==> src/hw/rtl/lsb_stego_payload_extractor_macros.svh <==
// ----------------------------------------------------------------------------
// LSB stego payload extractor assertion macros
// Concurrent check helpers used at the end of the top level. They compile to
// nothing when SYNTHESIS is defined.
// ----------------------------------------------------------------------------
`ifndef LSB_STEGO_PAYLOAD_EXTRACTOR_MACROS_SVH
`define LSB_STEGO_PAYLOAD_EXTRACTOR_MACROS_SVH

`ifndef SYNTHESIS
// Same-cycle implication.
`define LSBX_ASSERT_IMPLY(name, clk, rst, ante, cons) \
   name: assert property (@(posedge clk) disable iff (rst) (ante) |-> (cons)) \
      else $error("same-cycle implication check failed");
// Next-cycle implication.
`define LSBX_ASSERT_NEXT(name, clk, rst, ante, cons) \
   name: assert property (@(posedge clk) disable iff (rst) (ante) |=> (cons)) \
      else $error("next-cycle implication check failed");
`else
`define LSBX_ASSERT_IMPLY(name, clk, rst, ante, cons)
`define LSBX_ASSERT_NEXT(name, clk, rst, ante, cons)
`endif

`endif

==> src/hw/rtl/lsbx_pkg.sv <==
// ----------------------------------------------------------------------------
// LSB stego payload extractor package
// Types and constants shared by the parser, the result queue and the top.
// ----------------------------------------------------------------------------
`default_nettype none

package lsbx_pkg;

   // Parser phases, one-hot.
   typedef enum logic [7:0] {
      PH_HEADER  = 8'b0000_0001,
      PH_MAGIC   = 8'b0000_0010,
      PH_EXTLEN  = 8'b0000_0100,
      PH_EXT     = 8'b0000_1000,
      PH_SIZE    = 8'b0001_0000,
      PH_PAYLOAD = 8'b0010_0000,
      PH_DONE    = 8'b0100_0000,
      PH_ERROR   = 8'b1000_0000
   } phase_type;

   // Result kinds.
   localparam logic [1:0] KIND_EXT  = 2'd0;
   localparam logic [1:0] KIND_DATA = 2'd1;
   localparam logic [1:0] KIND_ERR  = 2'd2;
   localparam logic [1:0] KIND_SIZE = 2'd3;

   // Error codes.
   localparam logic [1:0] ERR_MAGIC  = 2'd0;
   localparam logic [1:0] ERR_EXTLEN = 2'd1;
   localparam logic [1:0] ERR_SIZE   = 2'd2;

   // Register indexes.
   localparam logic [1:0] CSR_MAGIC_WORD   = 2'd0;
   localparam logic [1:0] CSR_MAGIC_LENGTH = 2'd1;
   localparam logic [1:0] CSR_HEADER_BYTES = 2'd2;
   localparam logic [1:0] CSR_EXT_LIMIT    = 2'd3;

   // Register reset values.
   localparam logic [63:0] MAGIC_WORD_RESET   = 64'd0;
   localparam logic [3:0]  MAGIC_LENGTH_RESET = 4'd2;
   localparam logic [9:0]  HEADER_BYTES_RESET = 10'd54;
   localparam logic [7:0]  EXT_LIMIT_RESET    = 8'd8;

   // Most magic bytes that are ever checked.
   localparam logic [3:0]  MAGIC_MAX = 4'd8;

   typedef struct packed {
      logic [63:0] magic_word;
      logic [3:0]  magic_length;
      logic [9:0]  header_bytes;
      logic [7:0]  extension_limit;
   } cfg_type;

   typedef struct packed {
      logic [1:0]  out_kind;
      logic [7:0]  out_byte;
      logic [30:0] out_size;
      logic [1:0]  error_code;
      logic        last;
   } result_type;

   // Parser status seen by the top level checks.
   typedef struct packed {
      phase_type  phase;
      logic       in_valid;
      logic       in_frame_start;
      logic       push;
      logic [1:0] push_kind;
      logic       push_last;
   } status_type;

endpackage

`default_nettype wire

==> src/hw/rtl/lsbx_parser.sv <==
// ----------------------------------------------------------------------------
// LSB stego parser
// Input register plus the parsing state machine. One image byte is handled
// per cycle while the queue has space: header skip, bit gathering and field
// decode all happen in the logic between the input register and the queue.
// ----------------------------------------------------------------------------
`default_nettype none

module lsbx_parser import lsbx_pkg::*; (
   input  wire logic       clock,
   input  wire logic       reset,
   input  wire cfg_type    cfg,
   input  wire logic       in_valid,
   output logic            in_ready,
   input  wire logic [7:0] in_image_byte,
   input  wire logic       in_frame_start,
   input  wire logic       queue_space,
   output logic            push,
   output result_type      push_data,
   output status_type      status
);

   logic        in_valid_ff, in_valid_in;
   logic [7:0]  in_byte_ff;
   logic        in_frame_ff;

   phase_type   phase_ff, phase_in;
   logic [9:0]  header_count_ff, header_count_in;
   logic [2:0]  bit_index_ff, bit_index_in;
   logic [7:0]  bit_acc_ff, bit_acc_in;
   logic [7:0]  field_count_ff, field_count_in;
   logic [31:0] word_acc_ff, word_acc_in;
   logic [7:0]  ext_length_ff, ext_length_in;
   logic [30:0] remaining_ff, remaining_in;

   logic        advance;
   logic        carry;
   logic [7:0]  byte_value;
   logic [7:0]  magic_want;
   logic [3:0]  magic_count;
   logic        res_valid;
   result_type  res;

   assign advance  = in_valid_ff && queue_space;
   assign in_ready = !in_valid_ff || queue_space;
   assign in_valid_in = (in_valid && in_ready) ? 1'b1 : (advance ? 1'b0 : in_valid_ff);

   assign magic_count = (cfg.magic_length > MAGIC_MAX) ? MAGIC_MAX : cfg.magic_length;

   always_comb begin
      phase_in        = phase_ff;
      header_count_in = header_count_ff;
      bit_index_in    = bit_index_ff;
      bit_acc_in      = bit_acc_ff;
      field_count_in  = field_count_ff;
      word_acc_in     = word_acc_ff;
      ext_length_in   = ext_length_ff;
      remaining_in    = remaining_ff;
      res_valid       = 1'b0;
      res             = '0;
      carry           = 1'b1;
      byte_value      = {in_byte_ff[0], bit_acc_ff[6:0]};
      magic_want      = '0;

      // A frame start clears the parser before its byte is looked at.
      if (in_frame_ff) begin
         phase_in        = PH_HEADER;
         header_count_in = '0;
         bit_index_in    = '0;
         bit_acc_in      = '0;
         field_count_in  = '0;
         word_acc_in     = '0;
         ext_length_in   = '0;
         remaining_in    = '0;
      end

      if (phase_in == PH_HEADER) begin
         if (header_count_in < cfg.header_bytes) begin
            header_count_in = header_count_in + 10'd1;
            carry = 1'b0;
         end else begin
            // The first byte past the header already carries hidden data.
            phase_in       = (magic_count != 4'd0) ? PH_MAGIC : PH_EXTLEN;
            field_count_in = '0;
            word_acc_in    = '0;
         end
      end

      if (phase_in == PH_DONE || phase_in == PH_ERROR) begin
         carry = 1'b0;
      end

      if (carry) begin
         if (bit_index_in != 3'd7) begin
            bit_acc_in[bit_index_in] = in_byte_ff[0];
            bit_index_in = bit_index_in + 3'd1;
         end else begin
            byte_value   = {in_byte_ff[0], bit_acc_in[6:0]};
            bit_index_in = '0;
            bit_acc_in   = '0;
            magic_want   = cfg.magic_word[{field_count_in[2:0], 3'b000} +: 8];
            unique case (phase_in)
               PH_MAGIC: begin
                  if (byte_value != magic_want) begin
                     phase_in       = PH_ERROR;
                     res_valid      = 1'b1;
                     res.out_kind   = KIND_ERR;
                     res.error_code = ERR_MAGIC;
                  end else begin
                     field_count_in = field_count_in + 8'd1;
                     if (field_count_in >= {4'd0, magic_count}) begin
                        phase_in       = PH_EXTLEN;
                        field_count_in = '0;
                        word_acc_in    = '0;
                     end
                  end
               end
               PH_EXTLEN: begin
                  word_acc_in = word_acc_in |
                     ({24'd0, byte_value} << {field_count_in[1:0], 3'b000});
                  field_count_in = field_count_in + 8'd1;
                  if (field_count_in >= 8'd4) begin
                     if (word_acc_in == 32'd0 || word_acc_in[31] ||
                         word_acc_in >= {24'd0, cfg.extension_limit}) begin
                        phase_in       = PH_ERROR;
                        res_valid      = 1'b1;
                        res.out_kind   = KIND_ERR;
                        res.error_code = ERR_EXTLEN;
                     end else begin
                        ext_length_in  = word_acc_in[7:0];
                        phase_in       = PH_EXT;
                        field_count_in = '0;
                     end
                  end
               end
               PH_EXT: begin
                  field_count_in = field_count_in + 8'd1;
                  if (field_count_in >= ext_length_in) begin
                     phase_in       = PH_SIZE;
                     field_count_in = '0;
                     word_acc_in    = '0;
                  end
                  res_valid    = 1'b1;
                  res.out_kind = KIND_EXT;
                  res.out_byte = byte_value;
               end
               PH_SIZE: begin
                  word_acc_in = word_acc_in |
                     ({24'd0, byte_value} << {field_count_in[1:0], 3'b000});
                  field_count_in = field_count_in + 8'd1;
                  if (field_count_in >= 8'd4) begin
                     res_valid = 1'b1;
                     if (word_acc_in == 32'd0 || word_acc_in[31]) begin
                        phase_in       = PH_ERROR;
                        res.out_kind   = KIND_ERR;
                        res.error_code = ERR_SIZE;
                     end else begin
                        remaining_in   = word_acc_in[30:0];
                        phase_in       = PH_PAYLOAD;
                        field_count_in = '0;
                        res.out_kind   = KIND_SIZE;
                        res.out_size   = word_acc_in[30:0];
                     end
                  end
               end
               PH_PAYLOAD: begin
                  remaining_in = remaining_in - 31'd1;
                  res_valid    = 1'b1;
                  res.out_kind = KIND_DATA;
                  res.out_byte = byte_value;
                  if (remaining_in == 31'd0) begin
                     phase_in = PH_DONE;
                     res.last = 1'b1;
                  end
               end
               default: begin
               end
            endcase
         end
      end
   end

   assign push      = advance && res_valid;
   assign push_data = res;

   assign status.phase          = phase_ff;
   assign status.in_valid       = in_valid_ff;
   assign status.in_frame_start = in_frame_ff;
   assign status.push           = push;
   assign status.push_kind      = res.out_kind;
   assign status.push_last      = res.last;

   always_ff @(posedge clock) begin
      if (in_valid && in_ready) begin
         in_byte_ff  <= in_image_byte;
         in_frame_ff <= in_frame_start;
      end
   end

   always_ff @(posedge clock) begin
      if (reset) begin
         in_valid_ff     <= 1'b0;
         phase_ff        <= PH_HEADER;
         header_count_ff <= '0;
         bit_index_ff    <= '0;
         bit_acc_ff      <= '0;
         field_count_ff  <= '0;
         word_acc_ff     <= '0;
         ext_length_ff   <= '0;
         remaining_ff    <= '0;
      end else begin
         in_valid_ff <= in_valid_in;
         if (advance) begin
            phase_ff        <= phase_in;
            header_count_ff <= header_count_in;
            bit_index_ff    <= bit_index_in;
            bit_acc_ff      <= bit_acc_in;
            field_count_ff  <= field_count_in;
            word_acc_ff     <= word_acc_in;
            ext_length_ff   <= ext_length_in;
            remaining_ff    <= remaining_in;
         end
      end
   end

endmodule

`default_nettype wire

==> src/hw/rtl/lsbx_result_queue.sv <==
// ----------------------------------------------------------------------------
// LSB stego result queue
// Two-entry output queue. The head entry drives the result port; the second
// entry catches a result while the head waits, so the parser keeps going.
// ----------------------------------------------------------------------------
`default_nettype none

module lsbx_result_queue import lsbx_pkg::*; (
   input  wire logic       clock,
   input  wire logic       reset,
   input  wire logic       push,
   input  wire result_type push_data,
   output logic            space,
   output logic            out_valid,
   input  wire logic       out_ready,
   output result_type      out_data
);

   logic [1:0] count_ff, count_in;
   result_type head_ff;
   result_type spare_ff;
   logic       pop;

   assign pop       = out_valid && out_ready;
   assign out_valid = (count_ff != 2'd0);
   assign out_data  = head_ff;
   assign space     = (count_ff != 2'd2);
   assign count_in  = count_ff + {1'b0, push} - {1'b0, pop};

   always_ff @(posedge clock) begin
      if (pop) begin
         head_ff <= (count_ff == 2'd2) ? spare_ff : push_data;
      end else if (push && count_ff == 2'd0) begin
         head_ff <= push_data;
      end
      if (!pop && push && count_ff == 2'd1) begin
         spare_ff <= push_data;
      end
   end

   always_ff @(posedge clock) begin
      if (reset) begin
         count_ff <= '0;
      end else begin
         count_ff <= count_in;
      end
   end

endmodule

`default_nettype wire

==> src/hw/rtl/lsb_stego_payload_extractor.sv <==
// ----------------------------------------------------------------------------
// LSB stego payload extractor
// Recovers the hidden extension and payload from a stego image stream.
// ----------------------------------------------------------------------------
// The block takes one image byte per cycle and sustains that rate as long as
// results are taken. An accepted byte is parsed in the next cycle while it
// sits in the input register; its result (if any) goes to the result queue,
// whose head drives rsp_. Ready drops only while a byte waits in the input
// register and the two-entry result queue is full. A frame start flag on
// req_tuser restarts parsing with that byte. The user must write registers
// through the csr_ port only while no item is in flight; nothing enforces it.
`default_nettype none
`include "lsb_stego_payload_extractor_macros.svh"

module lsb_stego_payload_extractor import lsbx_pkg::*; (
   input  wire logic        clock,
   input  wire logic        reset,
   input  wire logic        req_tvalid,
   output logic             req_tready,
   input  wire logic [7:0]  req_tdata,   // [7:0] image_byte
   input  wire logic        req_tuser,   // [0] frame_start
   output logic             rsp_tvalid,
   input  wire logic        rsp_tready,
   output logic [47:0]      rsp_tdata,   // [7:0] out_byte, [38:8] out_size,
                                         // [40:39] error_code, zero above
   output logic [1:0]       rsp_tuser,   // [1:0] out_kind
   output logic             rsp_tlast,   // last
   input  wire logic        csr_wr_en,
   input  wire logic [1:0]  csr_index,
   input  wire logic [63:0] csr_wdata
);

   cfg_type    cfg_ff;
   logic       q_space;
   logic       push;
   result_type push_data;
   result_type out_data;
   status_type status;
   logic       parser_stopped;
   logic       push_error;
   logic       push_final;

   always_ff @(posedge clock) begin
      if (reset) begin
         cfg_ff.magic_word      <= MAGIC_WORD_RESET;
         cfg_ff.magic_length    <= MAGIC_LENGTH_RESET;
         cfg_ff.header_bytes    <= HEADER_BYTES_RESET;
         cfg_ff.extension_limit <= EXT_LIMIT_RESET;
      end else if (csr_wr_en) begin
         unique case (csr_index)
            CSR_MAGIC_WORD:   cfg_ff.magic_word      <= csr_wdata;
            CSR_MAGIC_LENGTH: cfg_ff.magic_length    <= csr_wdata[3:0];
            CSR_HEADER_BYTES: cfg_ff.header_bytes    <= csr_wdata[9:0];
            CSR_EXT_LIMIT:    cfg_ff.extension_limit <= csr_wdata[7:0];
            default: begin
            end
         endcase
      end
   end

   lsbx_parser u_parser (
      .clock          (clock),
      .reset          (reset),
      .cfg            (cfg_ff),
      .in_valid       (req_tvalid),
      .in_ready       (req_tready),
      .in_image_byte  (req_tdata),
      .in_frame_start (req_tuser),
      .queue_space    (q_space),
      .push           (push),
      .push_data      (push_data),
      .status         (status)
   );

   lsbx_result_queue u_queue (
      .clock     (clock),
      .reset     (reset),
      .push      (push),
      .push_data (push_data),
      .space     (q_space),
      .out_valid (rsp_tvalid),
      .out_ready (rsp_tready),
      .out_data  (out_data)
   );

   assign rsp_tdata = {7'd0, out_data.error_code, out_data.out_size, out_data.out_byte};
   assign rsp_tuser = out_data.out_kind;
   assign rsp_tlast = out_data.last;

   assign parser_stopped = status.in_valid && !status.in_frame_start &&
                           (status.phase == PH_DONE || status.phase == PH_ERROR);
   assign push_error     = status.push && (status.push_kind == KIND_ERR);
   assign push_final     = status.push && status.push_last;

   `LSBX_ASSERT_IMPLY(a_push_has_room, clock, reset, status.push, q_space)
   `LSBX_ASSERT_IMPLY(a_quiet_after_stop, clock, reset, parser_stopped, !status.push)
   `LSBX_ASSERT_NEXT(a_error_stops, clock, reset, push_error, status.phase == PH_ERROR)
   `LSBX_ASSERT_NEXT(a_last_ends_frame, clock, reset, push_final, status.phase == PH_DONE)

endmodule

`default_nettype wire

==> config.mk <==
export PLATFORM = sky130hd
export DESIGN_NAME = lsb_stego_payload_extractor
export DESIGN_NICKNAME = d
export VERILOG_FILES = /design/src/hw/rtl/lsbx_pkg.sv /design/src/hw/rtl/lsbx_parser.sv /design/src/hw/rtl/lsbx_result_queue.sv /design/src/hw/rtl/lsb_stego_payload_extractor.sv
export VERILOG_INCLUDE_DIRS = /design/src /design/src/hw/rtl
export SDC_FILE = /design/constraint.sdc
export NUM_CORES = 1
export LEC_CHECK = 0
export BUFFER_PORTS_ARGS = -buffer_cell sky130_fd_sc_hd__buf_2
export CORE_UTILIZATION = 56
export CTS_CLUSTER_SIZE = 10
export DETAILED_ROUTE_END_ITERATION = 10
export PLACE_DENSITY_LB_ADDON = 0.05
export SYNTH_ARGS = -nofsm -noshare
export SYNTH_HDL_FRONTEND = slang
export SYNTH_SLANG_ARGS = --single-unit
==> constraint.sdc <==
create_clock -name clock -period 14.8 [get_ports clock]
set_input_delay 3.7 -clock clock [delete_from_list [all_inputs] [get_ports clock]]
set_output_delay 3.7 -clock clock [all_outputs]
set_load 0.01 [all_outputs]
# Word level (Yosys, flattened, before mapping)
# Index checks and enable logic that the tools add are counted.
# op_classes
n_addsub	6
order_cmp	8
eq_ne	16
shifts	2
mux	95
n_bitwise	1
reduce_logical	28
# op_table
operator	count
$mux W8	35
$mux W32	8
$mux W44	5
$mux W31	7
$pmux W32 S3	1
$shiftx A64 B7 Y8	1
$pmux W31 S2	1
$pmux W8 S5	1
$mux W33	1
$ge A32 B8 Y1	1
$logic_not A32 Y1	1
$or A32 B32 Y32	1
$pmux W8 S4	1
$shl A8 B5 Y32	1
$logic_not A31 Y1	1
$sub A31 B1 Y31 const B	1
$mux W10	3
$mux W1	16
$mux W2	6
$mux W3	4
$add A10 B1 Y10 const B	1
$lt A10 B10 Y1	1
$add A8 B1 Y8 const B	1
$bwmux W8	1
other kinds (35)	56
# totals
regBits	287
in_bits	80
out_inout_bits	53
wordCells	182

# Longest topological paths before layout
# depth
ltp_word	18
ltp_mapped	32
mapped_depth_nobuf	22

# Modules after synthesis
# A second synthesis with hierarchy kept.
# unflattened
hier_cells	1833
hier_area_um2	16652.2
# by_module_without_submodules
module	n_inst	cells_each	area_per_inst_um2	seq_area_each_um2
lsbx_parser	1	1316	9507.9	2222.1
lsb_stego_payload_extractor	1	366	3796.1	1721.7
lsbx_result_queue	1	151	3348.2	2682.6

# Worst setup path after synthesis
# Ideal clock, no wire load.
# synth_timing
path_type	reg-to-reg
from	register u_parser.in_frame_ff
to	register u_queue.spare_ff[0] (netlist name) (enable)
setup_ps	555
t_arrival_ps	10224
required_time_ps	14245
path_slack_ps	4021
stages_incl_launch_ff	28
path_buffers	9
period_less_slack_ps	10779
cell_sequence	edfxtp_1 -> buf_2 -> buf_4 -> clkbuf_1 -> clkbuf_1 -> clkbuf_1 -> buf_1 -> clkbuf_1 -> clkbuf_1 -> nor2b_1 -> ha_1 -> a21oi_1 -> o21ai_0 -> nand2_1 -> nand3_2 -> nor2_1 -> ha_1 -> clkbuf_1 -> nand3_1 -> nor4b_1 -> o211ai_1 -> nor3_1 -> a211oi_1 -> and2_1 -> nand2b_1 -> nor2b_1 -> a31o_2 -> nor4_1
# synth_via
elab_chain_cells	17
elab_cells_between_ends	47
classes_between	add/sub (1); order compare (3); eq/ne (10); shift (2); mux (22); bitwise (1); reduce/logical (8)
# synth_rtl
item	line_no	source
start, declared	lsbx_parser.sv:25	logic in_frame_ff;
start signal, assigned	lsbx_parser.sv:196	in_frame_ff <= in_frame_start;
parallel branches: the longest is 13 deep, another holds $ge A32 B8 Y1	n/a	
$mux W1 (*)	lsbx_parser.sv:93	if (carry) begin
$logic_and A1 B1 Y1 (*)	lsbx_parser.sv:183	assign push = advance && res_valid;
$logic_and A1 B1 Y1 (*) (2 in series)	lsbx_result_queue.sv:36	if (!pop && push && count_ff == 2'd1) begin
end signal, assigned	lsbx_result_queue.sv:37	spare_ff <= push_data;
end, declared	lsbx_result_queue.sv:21	result_type spare_ff;
# Mark *: on every way between the ends.
# A chain may end at the register's enable or synchronous reset.

# Worst setup path after layout
# layout_timing
from	register u_parser.in_frame_ff
to	register u_parser.remaining_ff[24]
# layout_via
elab_chain_cells	13
elab_cells_between_ends	36
classes_between	add/sub (2); order compare (2); eq/ne (6); shift (1); mux (21); bitwise (1); reduce/logical (3)
# layout_rtl
item	line_no	source
parallel branches: the longest is 12 deep, another holds $lt A10 B10 Y1	n/a	
$mux W31 (*)	lsbx_parser.sv:93	
end signal, assigned	lsbx_parser.sv:221	remaining_ff <= remaining_in;
end, declared	lsbx_parser.sv:34	logic [30:0] remaining_ff, remaining_in;
# Marked as above.

==> metrics.md <==
| Metric | Value |
|---|---|
| Max-cap viol count | `0` |
| Min-Delay Path Class | `register to register` |
| RSZ-0062 raised after global routing | `false` |
| Storage cell area | `0.00663 mm²` |
| CTS H-Tree Depth | `2` |
| R2r setup slk | `between 7000 and 8000 ps` |
| Clk slew on worst S/H paths | `approximately 60 ps` |
| Clk_lat worst skew | `540 ps` |
| Inst Count DP | `2288` |
| Sequential fraction of design power | `between 40% and 50%` |
| Synth warn | `0` |
| Worst EP required | `15210 ps` |
| Max Buffers Root-to-Sink | `3` |
| CTS sink count | `about 290` |
| Clk pwr share | `43.2%` |
| # fillers | `approximately 2500` |
| Multi-input gate area | `0.00830 mm²` |
| Cell Area, Synth | `~0.016 mm²` |
| Worst slew margin | `approximately 30%` |
| Core footprint | `approximately 0.027 mm²` |
| DIE HEIGHT | `roughly 170 µm` |
| Final Hold Fails | `0` |
| Antenna Cells | `0` |
| Via count | `about 15000` |
| Top-count cell post-synth | `nand2_1` |
| Clk root buf | `clkbuf_16` |
| Setup TNS | `0 ps` |
| Kind of critical path | `register to register` |
| Ports | `approximately 130` |
| Reported net switching power | `486 µW` |
| Worst IR Drop VDD | `a little over 0.08 mV` |
| Hold Buf Count CTS | `0` |
| Achievable frequency | `about 0.14 GHz` |
| Combinational power share | `about a tenth` |
| CP arrival | `between 7000 and 8000 ps` |
| Die width | `169 µm` |
| CTS buffer count | `35` |
| Power per standard cell area | `~110 mW/mm²` |
| DRT antenna net count | `0` |
| Drt drc | `0` |
| Sequential cell area fraction in the yosys report | `42.3%` |
| Die area | `roughly 0.029 mm²` |
| Predominant post-synthesis flop cell | `dfxtp_1` |
| Rows | `60` |
| Net Sw Frac | `26.5%` |
| Cell variety after synth | `a little over 90` |
| Area leader, netlist | `dfxtp_1` |
| Cell-internal power | `1350 µW` |
| #FFs+latches synth | `between 200 and 300` |
| Post-Route WL | `between 40000 and 50000 µm` |
| Yosys top cell area share | `between 20% and 30%` |
| Synth area leaders | `dfxtp_1 (25%), edfxtp_1 (17%), nand2_1 (8.3%)` |
| Number of synthesized flops with an enable pin | `90` |
| Largest net degree at the start of global routing | `between 90 and 100` |
| First-pass GRT wire length | `73700 µm` |
| Post-CTS Setup Bufs | `0` |
| Congestion Overflow GR | `0` |
| Post-route minimum period | `6910 ps` |
| Worst slew pin tran | `~1100 ps` |
| First-pass DRT Iterations | `6` |
| GPL Wtd Cong | `between 0.9 and 1` |
| Fin crit share | `approximately 47%` |
| Layout Nets | `between 2000 and 2500` |
| Post_cts resized | `0` |
| Setup WS post-layout | `a little under 8000 ps` |
| CP startpoint kind | `register` |
| Starting Density | `57.6%` |
| Slew Viols, Final | `0` |
| Dpl hpwl | `approximately 32000 µm` |
| Async set or reset register ratio after synthesis | `0%` |
| DRT iter0 DRCs | `about 1400` |
| Final setup vio count | `0` |
| Antenna violations before repair | `0` |
| GRT Overall Usage | `approximately a third` |
| Layout cells sized above 1 | `11.9%` |
| CP max FO | `between 40 and 50` |
| Avg Inst Size Synth | `8.22 µm²` |
| Clock skew | `about 19 ps` |
| WL/cell | `between 20 and 25 µm` |
| Detailed-route vias per instance | `6.24` |
| Status | `finished, final reports clean` |
| TritonCTS clock tree | `yes` |
| Setup WS pre-CTS | `8090 ps` |
| Cell count after synthesis | `approximately 1900` |
| IO buf count | `118` |
| Final cell count without fillers | `~2300` |
| Synth-to-layout area growth | `11.4%` |
| Pleak | `0.00636 µW` |
| Synth top cells by count | `nand2_1 (348), dfxtp_1 (196), a21oi_1 (177), nor2_1 (177), clkbuf_1 (108)` |
| Endpoint type of the worst setup path | `register` |
| Vias in the first global route | `13326` |
power by group through the flow:
| stage | clock (µW) | sequential [µW] | combinational (µW) |
|---|---|---|---|
| global route | 833 | 851 | 212 |
| CTS | 800 | 848 | 191 |
| global placement | 0 | 864 | 188 |
| detailed placement | 0 | 865 | 190 |
| finish | 791 | 849 | 193 |
| floorplan | 0 | 865 | 127 |
critical path: stages, from the launching register on:
cell	delay, ps
edfxtp_1	320
buf_4	420
nor2b_1	180
ha_1	250
nor3b_1	150
o2bb2ai_1	300
a211o_1	420
nand4_2	520
inv_2	630
ha_1	490
nand3_1	180
nor4b_1	200
o211ai_1	310
nor3_1	110
a211oi_1	270
buf_4	200
and2_1	250
nand3_2	110
buf_4	310
nand3_1	170
nand2_1	500
a32oi_1	400
nor2_1	60
layout by cell type, fill, tap and decap left out, types with 45 or more instances in the layout:
cell,count
o21ai_0,72
nand2_1,348
nand3_1,46
a22oi_1,45
buf_2,117
inv_1,46
a21oi_1,177
nor2_1,177
edfxtp_1,90
dfxtp_1,196
path summary, 6_finish.rpt:
path | start | to | depth (start not counted)
hold / removal | cfg_ff[29] | cfg_ff[29] | 2
setup / recovery | u_parser.in_frame_ff | u_parser.remaining_ff[24] | 22
setup reg to reg | u_parser.in_frame_ff | u_parser.remaining_ff[24] | 22
hold reg to reg | cfg_ff[29] | cfg_ff[29] | 2
cell families (layout without fill, tap and decap cells):
| family | count (synthesis) | in the layout | synth area share (%) |
|---|---|---|---|
| AOI/OAI and AO/OA | 509 | 509 | 21.2 |
| xor gates and xnor gates | 50 | 50 | 2.80 |
| DFF | 286 | 286 | 42.3 |
| adders and majority gates | 35 | 35 | 2.80 |
| muxes | 35 | 35 | 2.33 |
| and+or+nand+nor | 798 | 798 | 23.5 |
| buffers and inverters | 190 | 254 | 4.99 |
| other | 1 | 7 | 0.0240 |
state kept, by name, summed over array words and instances (netlist names):
register and count:
u_queue.count_ff 2, u_parser.in_frame_ff 1, u_parser.header_count_ff 10, u_parser.in_valid_ff 1
u_parser.ext_length_ff 8, u_parser.bit_acc_ff 7, u_parser.remaining_ff 31, cfg_ff 86
u_parser.phase_ff 8, u_parser.bit_index_ff 3, u_parser.word_acc_ff 32, u_parser.in_byte_ff 1
u_parser.field_count_ff 8, u_queue.spare_ff 44, u_queue.out_data 44
metal layers:
layer | wire length, µm | share of wire, % | vias up | global-route usage [%]
li1 | - | - | 6938 | -
met1 | 19500 | 41 | 6921 | 43.3
met2 | 21800 | 46 | 671 | 53.0
met3 | 3880 | 8.3 | 110 | 5.27
met4 | 1860 | 4.0 | 0 | 14.4
met5 | 0 | 0 | - | 0
cell type report:
| class | instances | area share, % |
|---|---|---|
| Timing Repair Buffer | 147 | 4.65 |
| Multi-Input combinational cell | 1434 | 47.6 |
| Inverter | 49 | 1.06 |
| Tap cell | 372 | 2.67 |
| Clock buffer | 52 | 5.45 |
| Clock inverter | 6 | 0.524 |
| Sequential cell | 286 | 38.0 |
stage by stage:
step / power (µW) / hold WS [ps] / util (%) / cell area [µm²]
after floorplan: 992 / 436 / - / 15700
after detailed placement: 1050 / 447 / 60.3 / 16400
after global routing: 1900 / 471 / 64.1 / 17400
after global placement: 1050 / 444 / 60.3 / 16400
final: 1830 / 451 / 64.1 / 17400
after CTS: 1840 / 454 / 64.1 / 17400
(Power assumes the default switching activity.)
